## config.mk

```make
export PLATFORM = sky130hd
export DESIGN_NAME = bridge_egress_port_filter
export DESIGN_NICKNAME = d
export VERILOG_FILES = /design/src/bepf_pkg.sv /design/src/bridge_egress_port_filter.sv
export SDC_FILE = /design/constraint.sdc
export NUM_CORES = 1
export LEC_CHECK = 0
export ABC_CLOCK_PERIOD_IN_PS = 5500
export BUFFER_PORTS_ARGS = -buffer_cell sky130_fd_sc_hd__buf_2
export CORE_MARGIN = 10
export CORE_UTILIZATION = 25
export DETAILED_ROUTE_END_ITERATION = 6
export GPL_ROUTABILITY_DRIVEN = 0
export GPL_TIMING_DRIVEN = 0
export PLACE_DENSITY = 0.4
export SYNTH_ARGS = -nofsm -noshare
export SYNTH_HDL_FRONTEND = slang
export SYNTH_SLANG_ARGS = --single-unit
```

## constraint.sdc

```tcl
create_clock -name clk -period 5.5 [get_ports clk]
set_input_delay 0.55 -clock clk [delete_from_list [all_inputs] [get_ports clk]]
set_output_delay 0.55 -clock clk [all_outputs]
set_load 0.01 [all_outputs]
```

## src/bepf_pkg.sv

```systemverilog
// Package for the bridge egress port filter: sizes, field widths,
// domain bits and drop reason codes. No dependencies.
package bepf_pkg;

  // Multicast address table depth and filtered transport port limit.
  localparam int MCAST_TABLE_ENTRIES = 16;
  localparam int MAX_FILTER_PORTS    = 4;
  localparam int TBL_IDX_W = (MCAST_TABLE_ENTRIES > 1) ? $clog2(MCAST_TABLE_ENTRIES) : 1;

  // Stream payload widths, padded to whole bytes.
  localparam int IN_TDATA_W  = 80;
  localparam int OUT_TDATA_W = 8;

  // Configuration port.
  localparam int CFG_IDX_W  = 3;
  localparam int CFG_DATA_W = 16;

  typedef enum logic [CFG_IDX_W-1:0] {
    REG_WLAN_BLOCK_MODE   = 3'd0,
    REG_FILTER_PORT_COUNT = 3'd1,
    REG_FILTER_PORT_A     = 3'd2,
    REG_FILTER_PORT_B     = 3'd3,
    REG_FILTER_PORT_C     = 3'd4,
    REG_FILTER_PORT_D     = 3'd5
  } cfg_reg_t;

  // Wireless blocking modes.
  typedef enum logic [1:0] {
    BLOCK_OFF    = 2'd0,
    BLOCK_WL_ANY = 2'd1,
    BLOCK_WL_LAN = 2'd2,
    BLOCK_WL_WAN = 2'd3
  } wlan_mode_t;

  // Domain mask bits.
  localparam int DOM_WAN_BIT  = 0;
  localparam int DOM_ELAN_BIT = 1;
  localparam int DOM_WLAN_BIT = 2;

  localparam logic [12:0] FRAG_OFFSET_MASK = 13'h1fff;

  // Drop reason codes.
  typedef enum logic [2:0] {
    REASON_NONE     = 3'd0,
    REASON_PORT     = 3'd1,
    REASON_DOMAIN   = 3'd2,
    REASON_WLAN     = 3'd3,
    REASON_MCAST    = 3'd4
  } reason_t;

  // One query item.
  typedef struct packed {
    logic [15:0] ip_frag_word;
    logic [15:0] l4_dest_port;
    logic [23:0] dest_mac_low;
    logic        dest_ipv4_mcast;
    logic        egress_is_radio;
    logic [2:0]  egress_domains;
    logic [2:0]  ingress_domains;
    logic        egress_forwarding;
    logic [3:0]  egress_port;
    logic [3:0]  ingress_port;
  } query_t;

endpackage

```

## src/bridge_egress_port_filter.sv

```systemverilog
// Top level of the bridge egress port filter: input register, decision
// logic, multicast address table and result register. Uses bepf_pkg.

// Each accepted query gives one deliver/drop result. The block takes one
// query per clock cycle while the output side takes its results. Each
// query passes through the input register, where the port, domain,
// wireless and multicast checks and the table lookup run, and then the
// result register. A table entry learned by one query is seen by the
// query right behind it. The table has MCAST_TABLE_ENTRIES entries with
// valid bits that reset clears at once, so there is no clearing pass.
// Configuration writes take effect at the next clock edge.
module bridge_egress_port_filter
  import bepf_pkg::*;
(
  input  logic                   clk,
  input  logic                   rst,
  // Configuration write port.
  input  logic                   cfg_wr_en,
  input  logic [CFG_IDX_W-1:0]   cfg_addr,
  input  logic [CFG_DATA_W-1:0]  cfg_wdata,
  // Query stream.
  input  logic                   s_tvalid,
  output logic                   s_tready,
  // Fields from bit 0: ingress_port[3:0], egress_port[7:4],
  // egress_forwarding[8], ingress_domains[11:9], egress_domains[14:12],
  // egress_is_radio[15], dest_ipv4_mcast[16], dest_mac_low[40:17],
  // l4_dest_port[56:41], ip_frag_word[72:57], zero pad [79:73].
  input  logic [IN_TDATA_W-1:0]  s_tdata,
  // Result stream.
  output logic                   m_tvalid,
  input  logic                   m_tready,
  // Fields from bit 0: deliver[0], drop_reason[3:1], zero pad [7:4].
  output logic [OUT_TDATA_W-1:0] m_tdata
);

  // Configuration registers.
  logic [1:0]  wlan_block_mode;
  logic [2:0]  filter_port_count;
  logic [15:0] filter_ports [4];

  // Pipeline registers.
  logic        in_valid;
  query_t      in_q;
  logic        out_valid;
  logic        out_deliver;
  reason_t     out_reason;

  // Multicast address table.
  logic        tbl_valid [MCAST_TABLE_ENTRIES];
  logic [23:0] tbl_addr  [MCAST_TABLE_ENTRIES];

  // Decision signals.
  logic                 advance;
  reason_t              reason_next;
  logic                 learn;
  logic [TBL_IDX_W-1:0] tbl_idx;

  assign advance  = in_valid && (!out_valid || m_tready);
  assign s_tready = !in_valid || advance;

  // Configuration writes; unknown indexes are ignored.
  always_ff @(posedge clk) begin
    if (rst) begin
      wlan_block_mode   <= BLOCK_OFF;
      filter_port_count <= 3'd0;
      for (int i = 0; i < 4; i++) begin
        filter_ports[i] <= 16'd0;
      end
    end else if (cfg_wr_en) begin
      unique case (cfg_addr)
        REG_WLAN_BLOCK_MODE:   wlan_block_mode   <= cfg_wdata[1:0];
        REG_FILTER_PORT_COUNT: filter_port_count <= cfg_wdata[2:0];
        REG_FILTER_PORT_A:     filter_ports[0]   <= cfg_wdata[15:0];
        REG_FILTER_PORT_B:     filter_ports[1]   <= cfg_wdata[15:0];
        REG_FILTER_PORT_C:     filter_ports[2]   <= cfg_wdata[15:0];
        REG_FILTER_PORT_D:     filter_ports[3]   <= cfg_wdata[15:0];
        default: ;
      endcase
    end
  end

  // Input register.
  always_ff @(posedge clk) begin
    if (rst) begin
      in_valid <= 1'b0;
    end else if (s_tready) begin
      in_valid <= s_tvalid;
    end
  end

  always_ff @(posedge clk) begin
    if (s_tready && s_tvalid) begin
      in_q <= query_t'(s_tdata[$bits(query_t)-1:0]);
    end
  end

  // Decision logic on the registered query.
  always_comb begin
    logic [2:0]  any_dom;
    logic [2:0]  n_ports;
    logic        port_hit;
    logic [7:0]  hash;
    logic        wlan_block;
    any_dom    = in_q.ingress_domains | in_q.egress_domains;
    port_hit   = 1'b0;
    learn      = 1'b0;

    // Effective number of filtered ports.
    n_ports = filter_port_count;
    if (n_ports > 3'(MAX_FILTER_PORTS)) begin
      n_ports = 3'(MAX_FILTER_PORTS);
    end
    if (n_ports > 3'd4) begin
      n_ports = 3'd4;
    end

    // Non-first fragments never match a filtered port.
    if ((in_q.ip_frag_word[12:0] & FRAG_OFFSET_MASK) == 13'd0) begin
      for (int i = 0; i < 4; i++) begin
        if ((3'(i) < n_ports) && (in_q.l4_dest_port == filter_ports[i])) begin
          port_hit = 1'b1;
        end
      end
    end

    // Table slot from the XOR of the three low MAC bytes.
    hash = (in_q.dest_mac_low[23:16] ^ in_q.dest_mac_low[15:8] ^ in_q.dest_mac_low[7:0])
           & 8'(MCAST_TABLE_ENTRIES - 1);
    if (9'(hash) >= 9'(MCAST_TABLE_ENTRIES)) begin
      hash = 8'd0;
    end
    tbl_idx = TBL_IDX_W'(hash);

    // Wireless blocking by mode.
    unique case (wlan_block_mode)
      BLOCK_WL_ANY: wlan_block = any_dom[DOM_WLAN_BIT];
      BLOCK_WL_LAN: wlan_block = any_dom[DOM_WLAN_BIT] && any_dom[DOM_ELAN_BIT];
      BLOCK_WL_WAN: wlan_block = any_dom[DOM_WLAN_BIT] && any_dom[DOM_WAN_BIT];
      default:      wlan_block = 1'b0;
    endcase

    // Checks in priority order; the first failing one sets the reason.
    if ((in_q.ingress_port == in_q.egress_port) || !in_q.egress_forwarding) begin
      reason_next = REASON_PORT;
    end else if ((in_q.ingress_domains[DOM_WAN_BIT] && in_q.egress_domains[DOM_WAN_BIT]) ||
                 (in_q.ingress_domains[DOM_ELAN_BIT] && in_q.egress_domains[DOM_ELAN_BIT]))
    begin
      reason_next = REASON_DOMAIN;
    end else if (wlan_block) begin
      reason_next = REASON_WLAN;
    end else if ((filter_port_count == 3'd0) || !in_q.dest_ipv4_mcast ||
                 !in_q.egress_is_radio) begin
      reason_next = REASON_NONE;
    end else if (port_hit) begin
      // A filtered flow is learned only into a free slot.
      learn       = !tbl_valid[tbl_idx];
      reason_next = REASON_MCAST;
    end else if (tbl_valid[tbl_idx] && (tbl_addr[tbl_idx] == in_q.dest_mac_low)) begin
      reason_next = REASON_MCAST;
    end else begin
      reason_next = REASON_NONE;
    end
  end

  // Table update as the query moves to the result register.
  always_ff @(posedge clk) begin
    if (rst) begin
      for (int i = 0; i < MCAST_TABLE_ENTRIES; i++) begin
        tbl_valid[i] <= 1'b0;
      end
    end else if (advance && learn) begin
      tbl_valid[tbl_idx] <= 1'b1;
    end
  end

  always_ff @(posedge clk) begin
    if (advance && learn) begin
      tbl_addr[tbl_idx] <= in_q.dest_mac_low;
    end
  end

  // Result register.
  always_ff @(posedge clk) begin
    if (rst) begin
      out_valid <= 1'b0;
    end else if (advance) begin
      out_valid <= 1'b1;
    end else if (m_tready) begin
      out_valid <= 1'b0;
    end
  end

  always_ff @(posedge clk) begin
    if (advance) begin
      out_deliver <= (reason_next == REASON_NONE);
      out_reason  <= reason_next;
    end
  end

  assign m_tvalid = out_valid;
  assign m_tdata  = {4'd0, out_reason, out_deliver};

endmodule

```

==> out/summary.txt, run 1 <==
status - finished, final reports clean
clock tree buffer depth - 3
wire length of the first global-routing pass - 94650 um
all-layer global routing usage - 0.1284
Clock H-tree levels - 3
die extent in y - 318.9 um
final critical path time including I/O delays and setup - 5.366 ns
CP Capture Type - register
CTS tree - yes
total clock sinks - 545
average instance area after synthesis - 16.72 um2
First DRT Iteration DRCs - 804
CP max FO - 17
skew final - 0.03152 ns
count of buffers from port buffering - 99
startpoint of the worst hold path - s_tdata[21]
row count - 109
worst hold-check slack - 0.1161 ns
total of fill cells in the finished design - 8682
number of buffers created by CTS - 68
final setup fails - 0
count of final max-slew check failures - 0
class of the most critical setup path - register to register
Setup crit start - in_q[28]$_DFFE_PP_
total of flip-flops plus latches after synthesis - 545
number of antenna violations at the first check in global routing - 0
sum of net half-perimeters after detailed placement - 44100 um
share of Yosys cell area claimed by the top area cell type - 0.7020
cell area after technology mapping - 0.02233 mm2
gr ovfl total - 0
leakage power - 9.384 nW
Horiz. Die Dim - 318.9 um
setup repair bufs after CTS - 0
Avg WL per Cell - 24.18 um
Max Cap Viol - 0
count of boundary I/O pins - 114
RR Startpoint - in_q[28]$_DFFE_PP_
EDFF count, synth - 522
post-synthesis cell type count - 60
Warnings, synthesis - 0
unrepaired setup endpoints after global routing - false
number of vias in the routed layout - 12240
critical path's top delay family - compound AO/OA/AOI/OAI gates
number of global-route vias before repair - 13130
period utilization - 0.9757
power density normalized to cell area - 373.5 mW/mm2
worst endpoint data arrival time - 5.69 ns
Max transition margin - 0.1631
Critical Path Source Type - register
peak clock frequency supported by timing - 0.1863 GHz
Synth area leaders - edfxtp_1, mux2i_1, xnor2_1
slowest stage delay, CP - 0.80 ns
quantity of hold-fixing buffers added after cts - 0
largest area contributor in the synthesized netlist - edfxtp_1
required time at the worst-slack endpoint - 5.83 ns
Layout Area Growth over Synthesis - 21.03%
cts repair resizes - 1
root buf cell - clkbuf_16
remaining number of nets flagged by the antenna check after routing - 0
predominant post-synthesis flop cell - edfxtp_1
Clk Latency, worst-skew pair - 0.61 ns
endpoints failing hold - 0
slowest stage cell, crit path - edfxtp_1
antenna diode count - 0
nets - 1634
post-placement setup slack - -0.04786 ns
number of instances in the synthesized netlist - 1335
register cell area after layout - 0.01614 mm2
CP cell instances - clkbuf_2 -> xor3_1 -> nor2_1 -> clkbuf_1 -> a22oi_1 -> a21oi_1 -> o22ai_1 -> nor4_1 -> o2111ai_1 -> o41ai_4 -> a21boi_1
share of post-route cells with drive strength above 1 - 0.1881
PnR worst setup slack - 0.1335 ns
register area share after synthesis - 0.7227
die footprint - 0.1017 mm2
post-route DRC violation count - 0
total buffers and inverters traversed by the critical path - 2
peak ir drop on the vdd network - 229.1 uV
maximum number of pins on one net before global-route repair - 44
transition at the pin with the smallest max-transition slack - 1.255 ns
routed wire length - 66340 um
DR vias/cell - 4.461
effective utilization at floorplan - 0.2523
number of iterations in the first detailed-routing pass - 5
total negative slack - 0 ns
path class of the lowest-slack min-delay path - primary input to register
Synth async-reset ratio - 0
area taken by multi-input logic gates - 0.005958 mm2
Placeable Area - 0.08851 mm2
Worst-path clk slew - 0.05 ns
Register-to-Register Setup Slack - 0.13 ns
cells in the final DEF, fill, tap and decap left out, drive strengths merged, types with 4 or more instances in the layout:
cell type / instances
buf: 161
mux4: 16
dfxtp: 23
mux2i: 194
xor2: 50
conb: 4
and3: 15
inv: 8
nand3: 5
nor3: 8
o41ai: 4
clkbuf: 108
nand2: 51
a221oi: 12
xnor3: 4
a22o: 12
o22ai: 5
and2: 70
a311oi: 6
xnor2: 59
nor4: 18
nor2: 68
o21bai: 5
a21oi: 32
clkinv: 20
nand4: 13
o2111ai: 4
nand2b: 4
o21ai: 9
a22oi: 32
edfxtp: 522
clkinvlp: 4
cell type report:
| type | count | area share |
|---|---|---|
| Buffer | 60 | 0.01459 |
| Clock buffer | 87 | 0.06756 |
| Clock inverter | 32 | 0.009677 |
| Inverter | 3 | 0.0004167 |
| Multi-Input combinational cell | 730 | 0.2205 |
| Sequential cell | 545 | 0.5971 |
| Tap cell | 1165 | 0.05394 |
| Timing Repair Buffer | 122 | 0.03621 |
final timing paths:
path / end / cells past startpoint
worst max-delay path: out_deliver$_DFFE_PP_ / 11
worst min-delay path: in_q[21]$_DFFE_PP_ / 1
worst max register to register: out_deliver$_DFFE_PP_ / 11
worst min register to register: tbl_valid[6]$_DFF_P_ / 2
metrics by stage:
stage | cell area (um2) | power (mW) | instances | util
final | 27020 | 10.09 | 2744 | 0.3053
after global routing | 27020 | 10.48 | 2744 | 0.3053
after CTS | 27020 | 10.25 | 2744 | 0.3053
after detailed placement | 24920 | 5.970 | 2625 | 0.2815
after global placement | 24290 | 5.946 | 2602 | 0.2745
after floorplan | 22340 | 5.471 | 1338 | -
cell usage after synthesis (2+ instances only):
library cell  count
and2_1           70
nor2b_1           3
buf_6            13
or3_1             2
nand4_1          13
xnor2_1          59
o21bai_1          5
nor2_1           66
o21ai_0           8
xor2_1           50
dfxtp_1          23
and3_1           15
a311oi_1          5
o22ai_1           5
a31oi_1           3
nor3_1            8
buf_4            15
xnor3_1           3
o32ai_1           3
mux4_2           12
a21o_1            2
mux4_1            4
buf_2            10
mux2_2            2
nand2_1          51
a21oi_1          32
a22oi_1          32
nor4_1           18
edfxtp_1        522
inv_1             3
o2111ai_1         4
nor2_2            2
clkbuf_1         20
nand3_1           5
a211oi_1          2
mux2i_1         194
a221oi_1         11
o41ai_1           3
a22o_1           12
nand2b_1          4
xor3_1            2
flip-flops by register name, summed over array words and instances, names as in the netlist, 2 cells and up:
name               cells
tbl_valid             16
in_q                  70
filter_ports          64
out_reason             3
tbl_addr             384
wlan_block_mode        2
filter_port_count      3
cell families after synthesis:
| group | Yosys count | share of synthesized area |
|---|---|---|
| mux | 212 | 0.1048 |
| xor+xnor | 116 | 0.05010 |
| buf+inv | 63 | 0.01810 |
| other cells | 1 | 0.0001680 |
| compound gates | 137 | 0.04449 |
| flops | 545 | 0.7227 |
| simple gates | 261 | 0.05968 |
where the power goes:
group	internal (mW)	switching [mW]	total [mW]
Clock	2.49	1.74	4.22
Sequential	4.62	0.0870	4.71
Combinational	0.434	0.727	1.16
metal layers:
metal  vias to the layer above  wire (um)  global-route usage
li1                       5561          -                   -
met4                         0       1465             0.03767
met2                       310      32410              0.2169
met5                         -          0                   0
met1                      6278      29380              0.1663
met3                        93       3091             0.02311
Power figures use the tool's default switching activity.
==> run 2, diff against run 1 <==
--- a/config.mk
+++ b/config.mk
@@ -7,7 +7,6 @@
 export LEC_CHECK = 0
 export ABC_CLOCK_PERIOD_IN_PS = 5500
 export BUFFER_PORTS_ARGS = -buffer_cell sky130_fd_sc_hd__buf_2
-export CORE_MARGIN = 10
 export CORE_UTILIZATION = 25
 export DETAILED_ROUTE_END_ITERATION = 6
 export GPL_ROUTABILITY_DRIVEN = 0
==> run 2 against run 1 <==
  * Critical path depth stayed put
  * Via count is 0.27% lower
  * Hold slack better by 0.0018 ns
  * Register-to-register slack better by 0.06 ns
  * Critical path type unchanged
==> out/summary.txt, run 2 (same netlist as run 1, synthesis figures left out) <==
placed cell count - 2623
die footprint - 0.09051 mm2
count of buffers from port buffering - 99
post-placement setup slack - -0.1246 ns
M1 GR Usage - 0.1879
routed wire length - 65200 um
First DRT Iteration DRCs - 879
final critical path time including I/O delays and setup - 5.311 ns
transition at the pin with the smallest max-transition slack - 1.239 ns
CTS tree - yes
nets - 1631
CP Capture Type - register
number of iterations in the first detailed-routing pass - 5
highest-count cells in the layout ignoring fill and taps - edfxtp_1, mux2i_1, buf_2
number of global-route vias before repair - 12820
startpoint of the worst hold path - s_tdata[43]
skew final - 0.02632 ns
maximum number of pins on one net before global-route repair - 47
met2 layer usage reported by global route - 0.2411
required time at the worst-slack endpoint - 5.81 ns
fin cells - 2746
total clock sinks - 545
row count - 109
period utilization - 0.9656
leakage power - 9.406 nW
flip-flop count of the largest register after layout - 384
Placeable Area - 0.08837 mm2
number of antenna violations at the first check in global routing - 1
peak-usage layer in the global routing report - met2
registers with the highest flip-flop counts - tbl_addr (384), in_q (70), filter_ports (64)
peak clock frequency supported by timing - 0.1883 GHz
Layout Area Growth over Synthesis - 21.07%
peak ir drop on the vdd network - 223.7 uV
gr ovfl total - 0
register ranked first by flip-flop count - tbl_addr
power density normalized to cell area - 374.6 mW/mm2
most common cell after layout, fill and taps aside - edfxtp_1
endpoints failing hold - 0
number of buffers created by CTS - 67
die extent in y - 300.9 um
clock tree buffer depth - 3
final setup fails - 0
Register-to-Register Setup Slack - 0.19 ns
Horiz. Die Dim - 300.9 um
Critical Path Source Type - register
count of final max-slew check failures - 0
Max transition margin - 0.1739
status - finished, final reports clean
sum of net half-perimeters after detailed placement - 43040 um
root buf cell - clkbuf_16
Avg WL per Cell - 23.74 um
global routing met3 resource utilization - 0.02886
quantity of hold-fixing buffers added after cts - 0
post-route DRC violation count - 0
RR Startpoint - in_q[28]$_DFFE_PP_
worst endpoint data arrival time - 5.62 ns
Clock H-tree levels - 3
CP max FO - 17
remaining number of nets flagged by the antenna check after routing - 0
Worst-path clk slew - 0.06 ns
number of vias in the routed layout - 12210
Worst R2R End - out_deliver$_DFFE_PP_
share of post-route cells with drive strength above 1 - 0.1880
setup repair bufs after CTS - 0
class of the most critical setup path - register to register
Clk Latency, worst-skew pair - 0.61 ns
path class of the lowest-slack min-delay path - primary input to register
effective utilization at floorplan - 0.2526
PnR worst setup slack - 0.1891 ns
wire length of the first global-routing pass - 92670 um
cells on worst reg2reg path - 11
worst hold path depth - 1
DR vias/cell - 4.446
Endpoint, Worst Hold - in_q[43]$_DFFE_PP_
count of boundary I/O pins - 114
all-layer global routing usage - 0.1449
Max Cap Viol - 0
unrepaired setup endpoints after global routing - false
==> run 2: cell types whose count changed in the layout (fill, tap and decap cells not counted), sizes merged <==
cell / change
clkinv: +7
clkinvlp: -4
buf: -2
inv: -2
bufinv: +1
clkbuf: +1
diode: +1
==> run 2: power by group <==
group	leakage, nW	internal, mW	switching [mW]
clock network	1.04	2.53	1.74
registers	4.98	4.62	0.0871
logic	3.39	0.431	0.721
==> run 2: worst max-delay path, cell delays in order, from the launching register on <==
cell,delay [ns]
edfxtp_1,0.83
clkbuf_2,0.38
xor3_1,0.64
nor2_1,0.41
clkbuf_1,0.59
a22oi_1,0.22
a21oi_1,0.25
o22ai_1,0.12
nor4_1,0.51
o2111ai_1,0.26
o41ai_4,0.63
a21boi_1,0.14
==> run 2: metal layers <==
metal	vias up	wire, um
met1	6273	28870
met4	2	1844
met3	112	2869
li1	5561	-
met5	-	14
met2	261	31600
==> run 2: worst max path at each step <==
stage                       startpoint                         to  slack, ns
global route        in_q[28]$_DFFE_PP_      out_deliver$_DFFE_PP_      0.007
detailed placement  in_q[34]$_DFFE_PP_      out_deliver$_DFFE_PP_      -0.12
global placement    in_q[18]$_DFFE_PP_  tbl_addr[6][17]$_DFFE_PP_      -1.51
floorplan           in_q[26]$_DFFE_PP_   tbl_addr[0][0]$_DFFE_PP_       1.38
CTS                 in_q[28]$_DFFE_PP_      out_deliver$_DFFE_PP_       0.09
finish              in_q[28]$_DFFE_PP_      out_deliver$_DFFE_PP_       0.19
==> run 2: metrics by stage <==
stage	power (mW)	utilization	setup TNS [ns]	hold WS (ns)	instance area (um2)
2_1_floorplan	5.471	-	0	0.4315	22340
6_report	10.13	0.3059	0	0.1179	27030
3_5_place_dp	5.966	0.2818	-0.1842	0.4604	24910
5_1_grt	10.52	0.3059	0	0.07342	27030
3_3_place_gp	5.944	0.2749	-458.80	0.4478	24290
4_1_cts	10.31	0.3058	0	0.06818	27030
==> run 2: what timing repair did <==
action | in CTS | in global routing
cloned | 0 | 0
gates resized for setup | 2 | 1
endpoints found under the setup margin | 2 | 2
hold endpoints to repair | 0 | 0
==> run 2: cell type report <==
type	count	area, um2
repair buffers	120	963.4
clock buffers	88	1819
flip-flops and latches	545	16140
inverters	3	11.26
well taps	1165	1458
clock inverters	34	289.0
fillers	8743	61340
plain buffers	60	392.9
diodes	1	2.502
multi-input cells	730	5961
